**config.mk**
```make
export PLATFORM = sky130hd
export DESIGN_NAME = integer_literal_parser
export DESIGN_NICKNAME = d
export VERILOG_FILES = /design/src/sv/ilp_pkg.sv /design/src/sv/integer_literal_parser.sv /design/src/sv/ilp_step.sv /design/src/sv/ilp_out_reg.sv
export SDC_FILE = /design/constraint.sdc
export NUM_CORES = 1
export LEC_CHECK = 0
export BUFFER_PORTS_ARGS = -buffer_cell sky130_fd_sc_hd__buf_2
export CORE_ASPECT_RATIO = 1.25
export CORE_UTILIZATION = 40
export DETAILED_ROUTE_END_ITERATION = 10
export SYNTH_ARGS = -nofsm -noshare
export SYNTH_HDL_FRONTEND = slang
export SYNTH_HIERARCHICAL = 1
export SYNTH_SLANG_ARGS = --single-unit
```
**constraint.sdc**
```tcl
create_clock -name clk -period 6.02 [get_ports clk]
set_input_delay 0.903 -clock clk [delete_from_list [all_inputs] [get_ports clk]]
set_output_delay 0.903 -clock clk [all_outputs]
set_load 0.02 [all_outputs]
```
**src/sv/ilp_pkg.sv**
```systemverilog
// Shared types and constants for the integer literal parser.
package ilp_pkg;

  localparam int CHAR_W = 7;
  localparam int MODE_W = 3;
  localparam int POS_W  = 2;

  typedef logic [CHAR_W-1:0] char_t;
  typedef logic [MODE_W-1:0] mode_t;
  typedef logic [POS_W-1:0]  pos_t;

  // Parse mode codes.
  localparam mode_t M_DEC   = 3'd0;
  localparam mode_t M_ZERO  = 3'd1;
  localparam mode_t M_HEX   = 3'd2;
  localparam mode_t M_OCT   = 3'd3;
  localparam mode_t M_QUOTE = 3'd4;
  localparam mode_t M_ESC   = 3'd5;
  localparam mode_t M_CDONE = 3'd6;

  localparam pos_t POS_START = 2'd0;
  localparam pos_t POS_MAX   = 2'd3;

  // Character codes.
  localparam char_t CH_QUOTE  = 7'h27;
  localparam char_t CH_BSLASH = 7'h5C;
  localparam char_t CH_ZERO   = 7'h30;
  localparam char_t CH_NINE   = 7'h39;
  localparam char_t CH_A_UP   = 7'h41;
  localparam char_t CH_F_UP   = 7'h46;
  localparam char_t CH_A_LO   = 7'h61;
  localparam char_t CH_X_UP   = 7'h58;
  localparam char_t CH_X_LO   = 7'h78;
  localparam char_t CH_O_UP   = 7'h4F;
  localparam char_t CH_O_LO   = 7'h6F;
  localparam char_t CH_N_LO   = 7'h6E;
  localparam char_t CH_R_LO   = 7'h72;
  localparam char_t CH_T_LO   = 7'h74;
  localparam char_t CH_F_LO   = 7'h66;
  localparam char_t CH_V_LO   = 7'h76;

  // Values of the escape sequences.
  localparam char_t ESC_N_VAL = 7'd10;
  localparam char_t ESC_R_VAL = 7'd13;
  localparam char_t ESC_T_VAL = 7'd9;
  localparam char_t ESC_F_VAL = 7'd12;
  localparam char_t ESC_V_VAL = 7'd11;

  // Per-token control state carried between the state registers and the step logic.
  typedef struct packed {
    pos_t  pos;
    mode_t mode;
  } ctl_t;

  localparam ctl_t CTL_RESET = '{pos: POS_START, mode: M_DEC};

endpackage

```
**src/sv/integer_literal_parser.sv**
```systemverilog
// Top level of the integer literal parser: input register, step logic and result register.
//
// The parser takes one ASCII character of a literal token per transfer, with in_last set on
// the token's final character, and returns one VALUE_WIDTH-bit two's complement value per
// token. A leading quote gives a character literal (with the escapes n, r, t, f and v), a
// 0x/0X prefix selects hex, 0o/0O selects octal, and anything else reads as decimal; digits
// are not checked and the value wraps modulo 2^VALUE_WIDTH. The block sustains one character
// per clock cycle unless its input is stalled as described below. Each character passes
// through the input register, and the token's value appears on the out_ channel in the
// cycle after its last character leaves that register. The accumulator update is a
// shift-and-add constant multiply feeding back into the state registers, and that loop sets
// the clock period. A result waiting on out_ready stalls the input register only when the
// next character there is itself the last of a token.
module integer_literal_parser #(
  parameter int VALUE_WIDTH = 32
) (
  input  logic                   clk,
  input  logic                   rst_n,
  input  logic                   in_valid,
  output logic                   in_ready,
  input  logic [6:0]             in_character,
  input  logic                   in_last,
  output logic                   out_valid,
  input  logic                   out_ready,
  output logic [VALUE_WIDTH-1:0] out_value
);

  // Input register.
  logic           stg_v_r;
  logic           stg_v_nxt;
  ilp_pkg::char_t stg_char_r;
  logic           stg_last_r;

  // Token state.
  ilp_pkg::ctl_t          ctl_r;
  ilp_pkg::ctl_t          ctl_nxt;
  logic [VALUE_WIDTH-1:0] acc_r;
  logic [VALUE_WIDTH-1:0] acc_nxt;

  ilp_pkg::ctl_t          step_ctl;
  logic [VALUE_WIDTH-1:0] step_acc;
  logic                   out_free;
  logic                   advance;
  logic                   in_xfer;

  // The staged character moves on unless it ends a token and the result register is full and not being drained.
  assign advance   = stg_v_r && (!stg_last_r || out_free);
  assign in_ready  = !stg_v_r || advance;
  assign in_xfer   = in_valid && in_ready;
  assign stg_v_nxt = in_xfer || (stg_v_r && !advance);

  always_ff @(posedge clk) begin
    if (!rst_n) begin
      stg_v_r <= 1'b0;
    end else begin
      stg_v_r <= stg_v_nxt;
    end
  end

  always_ff @(posedge clk) begin
    if (in_xfer) begin
      stg_char_r <= in_character;
      stg_last_r <= in_last;
    end
  end

  ilp_step #(
    .VALUE_WIDTH(VALUE_WIDTH)
  ) u_step (
    .ctl_i (ctl_r),
    .acc_i (acc_r),
    .char_i(stg_char_r),
    .ctl_o (step_ctl),
    .acc_o (step_acc)
  );

  // After the last character of a token the state returns to its start values.
  always_comb begin
    ctl_nxt = ctl_r;
    acc_nxt = acc_r;
    if (advance) begin
      ctl_nxt = stg_last_r ? ilp_pkg::CTL_RESET : step_ctl;
      acc_nxt = stg_last_r ? '0 : step_acc;
    end
  end

  always_ff @(posedge clk) begin
    if (!rst_n) begin
      ctl_r <= ilp_pkg::CTL_RESET;
      acc_r <= '0;
    end else begin
      ctl_r <= ctl_nxt;
      acc_r <= acc_nxt;
    end
  end

  ilp_out_reg #(
    .VALUE_WIDTH(VALUE_WIDTH)
  ) u_out (
    .clk      (clk),
    .rst_n    (rst_n),
    .load_i   (advance && stg_last_r),
    .value_i  (step_acc),
    .free_o   (out_free),
    .out_valid(out_valid),
    .out_ready(out_ready),
    .out_value(out_value)
  );

endmodule

```
**src/sv/ilp_step.sv**
```systemverilog
// Combinational next-state logic: folds one character into the token state.
module ilp_step #(
  parameter int VALUE_WIDTH = 32
) (
  input  ilp_pkg::ctl_t          ctl_i,
  input  logic [VALUE_WIDTH-1:0] acc_i,
  input  ilp_pkg::char_t         char_i,
  output ilp_pkg::ctl_t          ctl_o,
  output logic [VALUE_WIDTH-1:0] acc_o
);

  localparam logic [VALUE_WIDTH-1:0] TEN = VALUE_WIDTH'(10);

  logic [VALUE_WIDTH-1:0] ch_w;
  logic [VALUE_WIDTH-1:0] dec_digit;
  logic [VALUE_WIDTH-1:0] hex_digit;
  logic [VALUE_WIDTH-1:0] esc_val;
  logic [VALUE_WIDTH-1:0] acc_x10;

  assign ch_w      = {{(VALUE_WIDTH-ilp_pkg::CHAR_W){1'b0}}, char_i};
  assign dec_digit = ch_w - VALUE_WIDTH'(ilp_pkg::CH_ZERO);
  assign acc_x10   = (acc_i << 3) + (acc_i << 1);

  always_comb begin
    priority if (char_i >= ilp_pkg::CH_ZERO && char_i <= ilp_pkg::CH_NINE) begin
      hex_digit = dec_digit;
    end else if (char_i >= ilp_pkg::CH_A_UP && char_i <= ilp_pkg::CH_F_UP) begin
      hex_digit = ch_w - VALUE_WIDTH'(ilp_pkg::CH_A_UP) + TEN;
    end else begin
      // Anything else goes through the lowercase formula and may wrap.
      hex_digit = ch_w - VALUE_WIDTH'(ilp_pkg::CH_A_LO) + TEN;
    end
  end

  always_comb begin
    unique case (char_i)
      ilp_pkg::CH_N_LO: esc_val = VALUE_WIDTH'(ilp_pkg::ESC_N_VAL);
      ilp_pkg::CH_R_LO: esc_val = VALUE_WIDTH'(ilp_pkg::ESC_R_VAL);
      ilp_pkg::CH_T_LO: esc_val = VALUE_WIDTH'(ilp_pkg::ESC_T_VAL);
      ilp_pkg::CH_F_LO: esc_val = VALUE_WIDTH'(ilp_pkg::ESC_F_VAL);
      ilp_pkg::CH_V_LO: esc_val = VALUE_WIDTH'(ilp_pkg::ESC_V_VAL);
      default:          esc_val = ch_w;
    endcase
  end

  always_comb begin
    ctl_o.pos  = (ctl_i.pos == ilp_pkg::POS_MAX) ? ilp_pkg::POS_MAX : ctl_i.pos + 2'd1;
    ctl_o.mode = ctl_i.mode;
    acc_o      = acc_i;
    if (ctl_i.pos == ilp_pkg::POS_START) begin
      priority if (char_i == ilp_pkg::CH_QUOTE) begin
        ctl_o.mode = ilp_pkg::M_QUOTE;
        acc_o      = '0;
      end else if (char_i == ilp_pkg::CH_ZERO) begin
        ctl_o.mode = ilp_pkg::M_ZERO;
        acc_o      = '0;
      end else begin
        ctl_o.mode = ilp_pkg::M_DEC;
        acc_o      = dec_digit;
      end
    end else begin
      unique case (ctl_i.mode)
        ilp_pkg::M_ZERO: begin
          priority if (char_i == ilp_pkg::CH_X_LO || char_i == ilp_pkg::CH_X_UP) begin
            ctl_o.mode = ilp_pkg::M_HEX;
            acc_o      = '0;
          end else if (char_i == ilp_pkg::CH_O_LO || char_i == ilp_pkg::CH_O_UP) begin
            ctl_o.mode = ilp_pkg::M_OCT;
            acc_o      = '0;
          end else begin
            ctl_o.mode = ilp_pkg::M_DEC;
            acc_o      = acc_x10 + dec_digit;
          end
        end
        ilp_pkg::M_HEX: acc_o = (acc_i << 4) + hex_digit;
        ilp_pkg::M_OCT: acc_o = (acc_i << 3) + dec_digit;
        ilp_pkg::M_QUOTE: begin
          ctl_o.mode = (char_i == ilp_pkg::CH_BSLASH) ? ilp_pkg::M_ESC : ilp_pkg::M_CDONE;
          acc_o      = (char_i == ilp_pkg::CH_BSLASH) ? '0 : ch_w;
        end
        ilp_pkg::M_ESC: begin
          ctl_o.mode = ilp_pkg::M_CDONE;
          acc_o      = esc_val;
        end
        ilp_pkg::M_CDONE: acc_o = acc_i;
        // Decimal, and the unused code that behaves as decimal.
        default: acc_o = acc_x10 + dec_digit;
      endcase
    end
  end

endmodule

```
**src/sv/ilp_out_reg.sv**
```systemverilog
// Result register with valid/ready handshake on the output side.
module ilp_out_reg #(
  parameter int VALUE_WIDTH = 32
) (
  input  logic                   clk,
  input  logic                   rst_n,
  input  logic                   load_i,
  input  logic [VALUE_WIDTH-1:0] value_i,
  output logic                   free_o,
  output logic                   out_valid,
  input  logic                   out_ready,
  output logic [VALUE_WIDTH-1:0] out_value
);

  logic                   valid_r;
  logic                   valid_nxt;
  logic [VALUE_WIDTH-1:0] value_r;

  // The register can take a new result if it is empty or being drained now.
  assign free_o    = !valid_r || out_ready;
  assign valid_nxt = load_i || (valid_r && !out_ready);

  always_ff @(posedge clk) begin
    if (!rst_n) begin
      valid_r <= 1'b0;
    end else begin
      valid_r <= valid_nxt;
    end
  end

  always_ff @(posedge clk) begin
    if (load_i) begin
      value_r <= value_i;
    end
  end

  assign out_valid = valid_r;
  assign out_value = value_r;

endmodule

```
==> metrics.yaml <==
power_and_ir_drop:
  p_leak_nw: 4.397
  power.density_nw_per_um2: 179.4
  vdd_ir_drop_max_v: 0.0001049
synthesis:
  ys_warn_count: 6
  syn_area_per_cell_um2: 8.236
  yosysTopAreaCellShare_pct: 13.02
  synth-seq-area-share_pct: 20.83
  syn_area_um2: 9513
  synth.area.top_cells: "ha_1, edfxtp_1, dfxtp_1"
  synth_area_leader_cell: "ha_1"
  yosys.cell_types.count: 91
  ys.flop_type: "edfxtp_1"
  async_flop_share_pct: 0
  syn_nets: 1297
  yosys-top-cells-count: "nand2_1, ha_1, a21oi_1, o21ai_0, nor2_1"
  synth_edf_count: 40
  yosysMostFrequentCell: "nand2_1"
  ys_ff_latch: 79
  syn_inst: 1155
placed_design:
  place_area_um2: 9985
  io_buffer_count: 45
  dp_hpwl_um: 22690
  globalplace.congestion: 0.9310
  preCtsSetupSlack_ps: 589.1
sta:
  rsz0062_at_grt: "false"
  fmax_mhz: 182.7
  finalSetupTns_ps: 0
  finClkSkew_ps: 13.71
  period_share_pct: 90.93
  worst_pin_slew_ps: 1116
  maxSlewViolCount: 0
  finalHoldViolCount: 0
  setup_viol: 0
  worst_slack_ps: 546.2
  slew_headroom_pct: 25.28
  period_needed_ps: 5474
worst_setup_path:
  crit_fanout: 16
  worstSetupPathType: "register to register"
  critPathCaptureType: "register"
  worstPathCellList: "inv_1 -> ha_1 -> inv_1 -> o21ai_0 -> nand3_1 -> xnor2_1 -> nand3b_2 -> nor2_2 -> o21ai_2 -> buf_4 -> ha_1 -> a21o_1 -> or3_1 -> o2111ai_1 -> a21oi_1 -> o21ai_0 -> o21ai_1 -> o31ai_1 -> mux2i_1 -> a31oi_1 -> nand2_1 -> o22ai_1"
  setup.worst_path.start_class: "register"
  slowest_delay_ps: 620
  slowest_stage: "edfxtp_1"
  crit_family: "compound AO/OA/AOI/OAI gates"
  cp.arrival_ps: 5690
  path_buf_inv: 3
  critPathRequiredTime_ps: 6240
clock_tree:
  cts_repair_resize_count: 0
  clock_latency_ps: 360
  htree_levels: 3
  cts-hold-fix-buffers: 0
  numCtsBuffers: 9
  cts_tree: "built"
  cts.path.max_buffers: 2
  cts_root_buf: "clkbuf_16"
  post_cts_buffers: 0
  cts_sinks: 79
  clk_pin_slew_ps: 70
drt:
  drt_iter0_drc: 962
  avgRoutedWirePerCell_um: 21.10
  wl_um: 31080
  drc_errors: 0
  vias: 9266
  ant_nets: 0
  viasPerCell: 6.291
  dr.pass1.iters: 5
global_route:
  grt_overflow: 0
  grt_antenna_before_repair: 0
  grt_pass1_vias: 8656
  grt_use_total_pct: 25.71
  grt_max_degree: 77
  grt_pass1_wl_um: 48950
final_layout:
  fill_cells: 2279
  finish.utilization_pct: 44.36
  diodes: 0
  final_cell_area_um2: 10290
  nNetsFinal: 1322
  area_delta_synth_final_pct: 8.168
  multiInputGateArea_um2: 7117
  register_area_um2: 1982
  drive_above_1_share_pct: 9.705
die:
  die-area_um2: 24410
  start_util_pct: 41.01
  fp-row-count: 62
  core_area_um2: 23190
  die_width_um: 139.9
  die_h_um: 174.4
  io_pins: 46
job:
  cap_violations: 0
outcome:
  status: "finished clean"
hold_path:
  hold_path_class: "register to register"
[through the flow]
step	power (mW)	hold slack, ps	instances
5_1_grt	1.937	519.8	1473
3_3_place_gp	1.246	479.8	1457
4_1_cts	1.841	484.1	1473
2_1_floorplan	1.092	442.9	1155
6_report	1.846	483.8	1473
3_5_place_dp	1.249	473.8	1457
[logic make-up after synthesis]
kind of cell	share of synthesized area [%]
AOI/OAI and AO/OA	29.08
and+or+nand+nor	18.51
adders and majority gates	19.54
buffers and inverters	4.630
DFF	20.83
xor gates and xnor gates	6.497
muxes	0.9075
[path summary, 6_finish.rpt]
| path | start | endpoint | slack (ps) | cells after the start |
|---|---|---|---|---|
| setup / recovery | stg_char_r[4] | acc_r[30] | 550 | 22 |
| hold / removal | acc_r[31] | acc_r[31] | 480 | 2 |
| setup reg to reg | stg_char_r[4] | acc_r[30] | 550 | 22 |
| hold reg to reg | acc_r[31] | acc_r[31] | 480 | 2 |
[area by class of cell]
cell class,count,share of cell area [%]
clock buffer,9,2.189
clock inverter,7,0.7782
inverter,50,1.824
multi-input combinational,980,69.16
sequential,79,19.26
tap,288,3.502
timing repair buffer,60,3.283
[flip-flops by register name, summed over array words and instances, names as in the netlist]
| name | cells |
|---|---|
| stg_char_r | 7 |
| u_out/out_valid | 1 |
| ctl_r | 5 |
| acc_r | 32 |
| stg_last_r | 1 |
| stg_v_r | 1 |
| u_out/out_value | 32 |
[where the power goes]
| group | internal, mW | switching, mW | leakage (nW) |
|---|---|---|---|
| clock network | 0.328 | 0.266 | 0.148 |
| registers | 0.590 | 0.0295 | 0.692 |
| logic | 0.245 | 0.388 | 3.56 |
| total | 1.16 | 0.683 | 4.40 |
[placed cells by master, fill, tap and decap left out, types with 11 or more instances in the layout]
| cell type | instances |
|---|---|
| nand2b_1 | 17 |
| and3_1 | 17 |
| buf_2 | 45 |
| nand2_1 | 160 |
| edfxtp_1 | 40 |
| nor3_1 | 13 |
| a211oi_1 | 13 |
| dfxtp_1 | 39 |
| a21oi_1 | 87 |
| buf_4 | 15 |
| o21ai_0 | 76 |
| a21o_1 | 36 |
| o22ai_1 | 45 |
| fa_1 | 31 |
| o21a_1 | 12 |
| a31oi_1 | 18 |
| o31ai_1 | 11 |
| nand3_1 | 26 |
| a221oi_1 | 11 |
| xnor2_1 | 44 |
| ha_1 | 99 |
| xor2_1 | 22 |
| nor2_1 | 61 |
| inv_1 | 49 |
[routing by layer]
| metal | vias up | track usage [%] | wire length [µm] |
|---|---|---|---|
| met3 | 53 | 3.223 | 1511 |
| met4 | 0 | 8.516 | 791 |
| met5 | - | 0 | 0 |
| met1 | 4513 | 32.80 | 13460 |
| li1 | 4364 | - | - |
| met2 | 336 | 44.56 | 15320 |
[worst reg2reg max path, stage by stage (launching register included)]
cell	delay, ps
edfxtp_1	620
inv_1	330
ha_1	270
inv_1	50
o21ai_0	320
nand3_1	150
xnor2_1	210
nand3b_2	130
nor2_2	50
o21ai_2	420
buf_4	320
ha_1	310
a21o_1	230
or3_1	310
o2111ai_1	100
a21oi_1	80
o21ai_0	400
o21ai_1	180
o31ai_1	280
mux2i_1	250
a31oi_1	140
nand2_1	110
o22ai_1	80
Power figures use the tool's default switching activity.
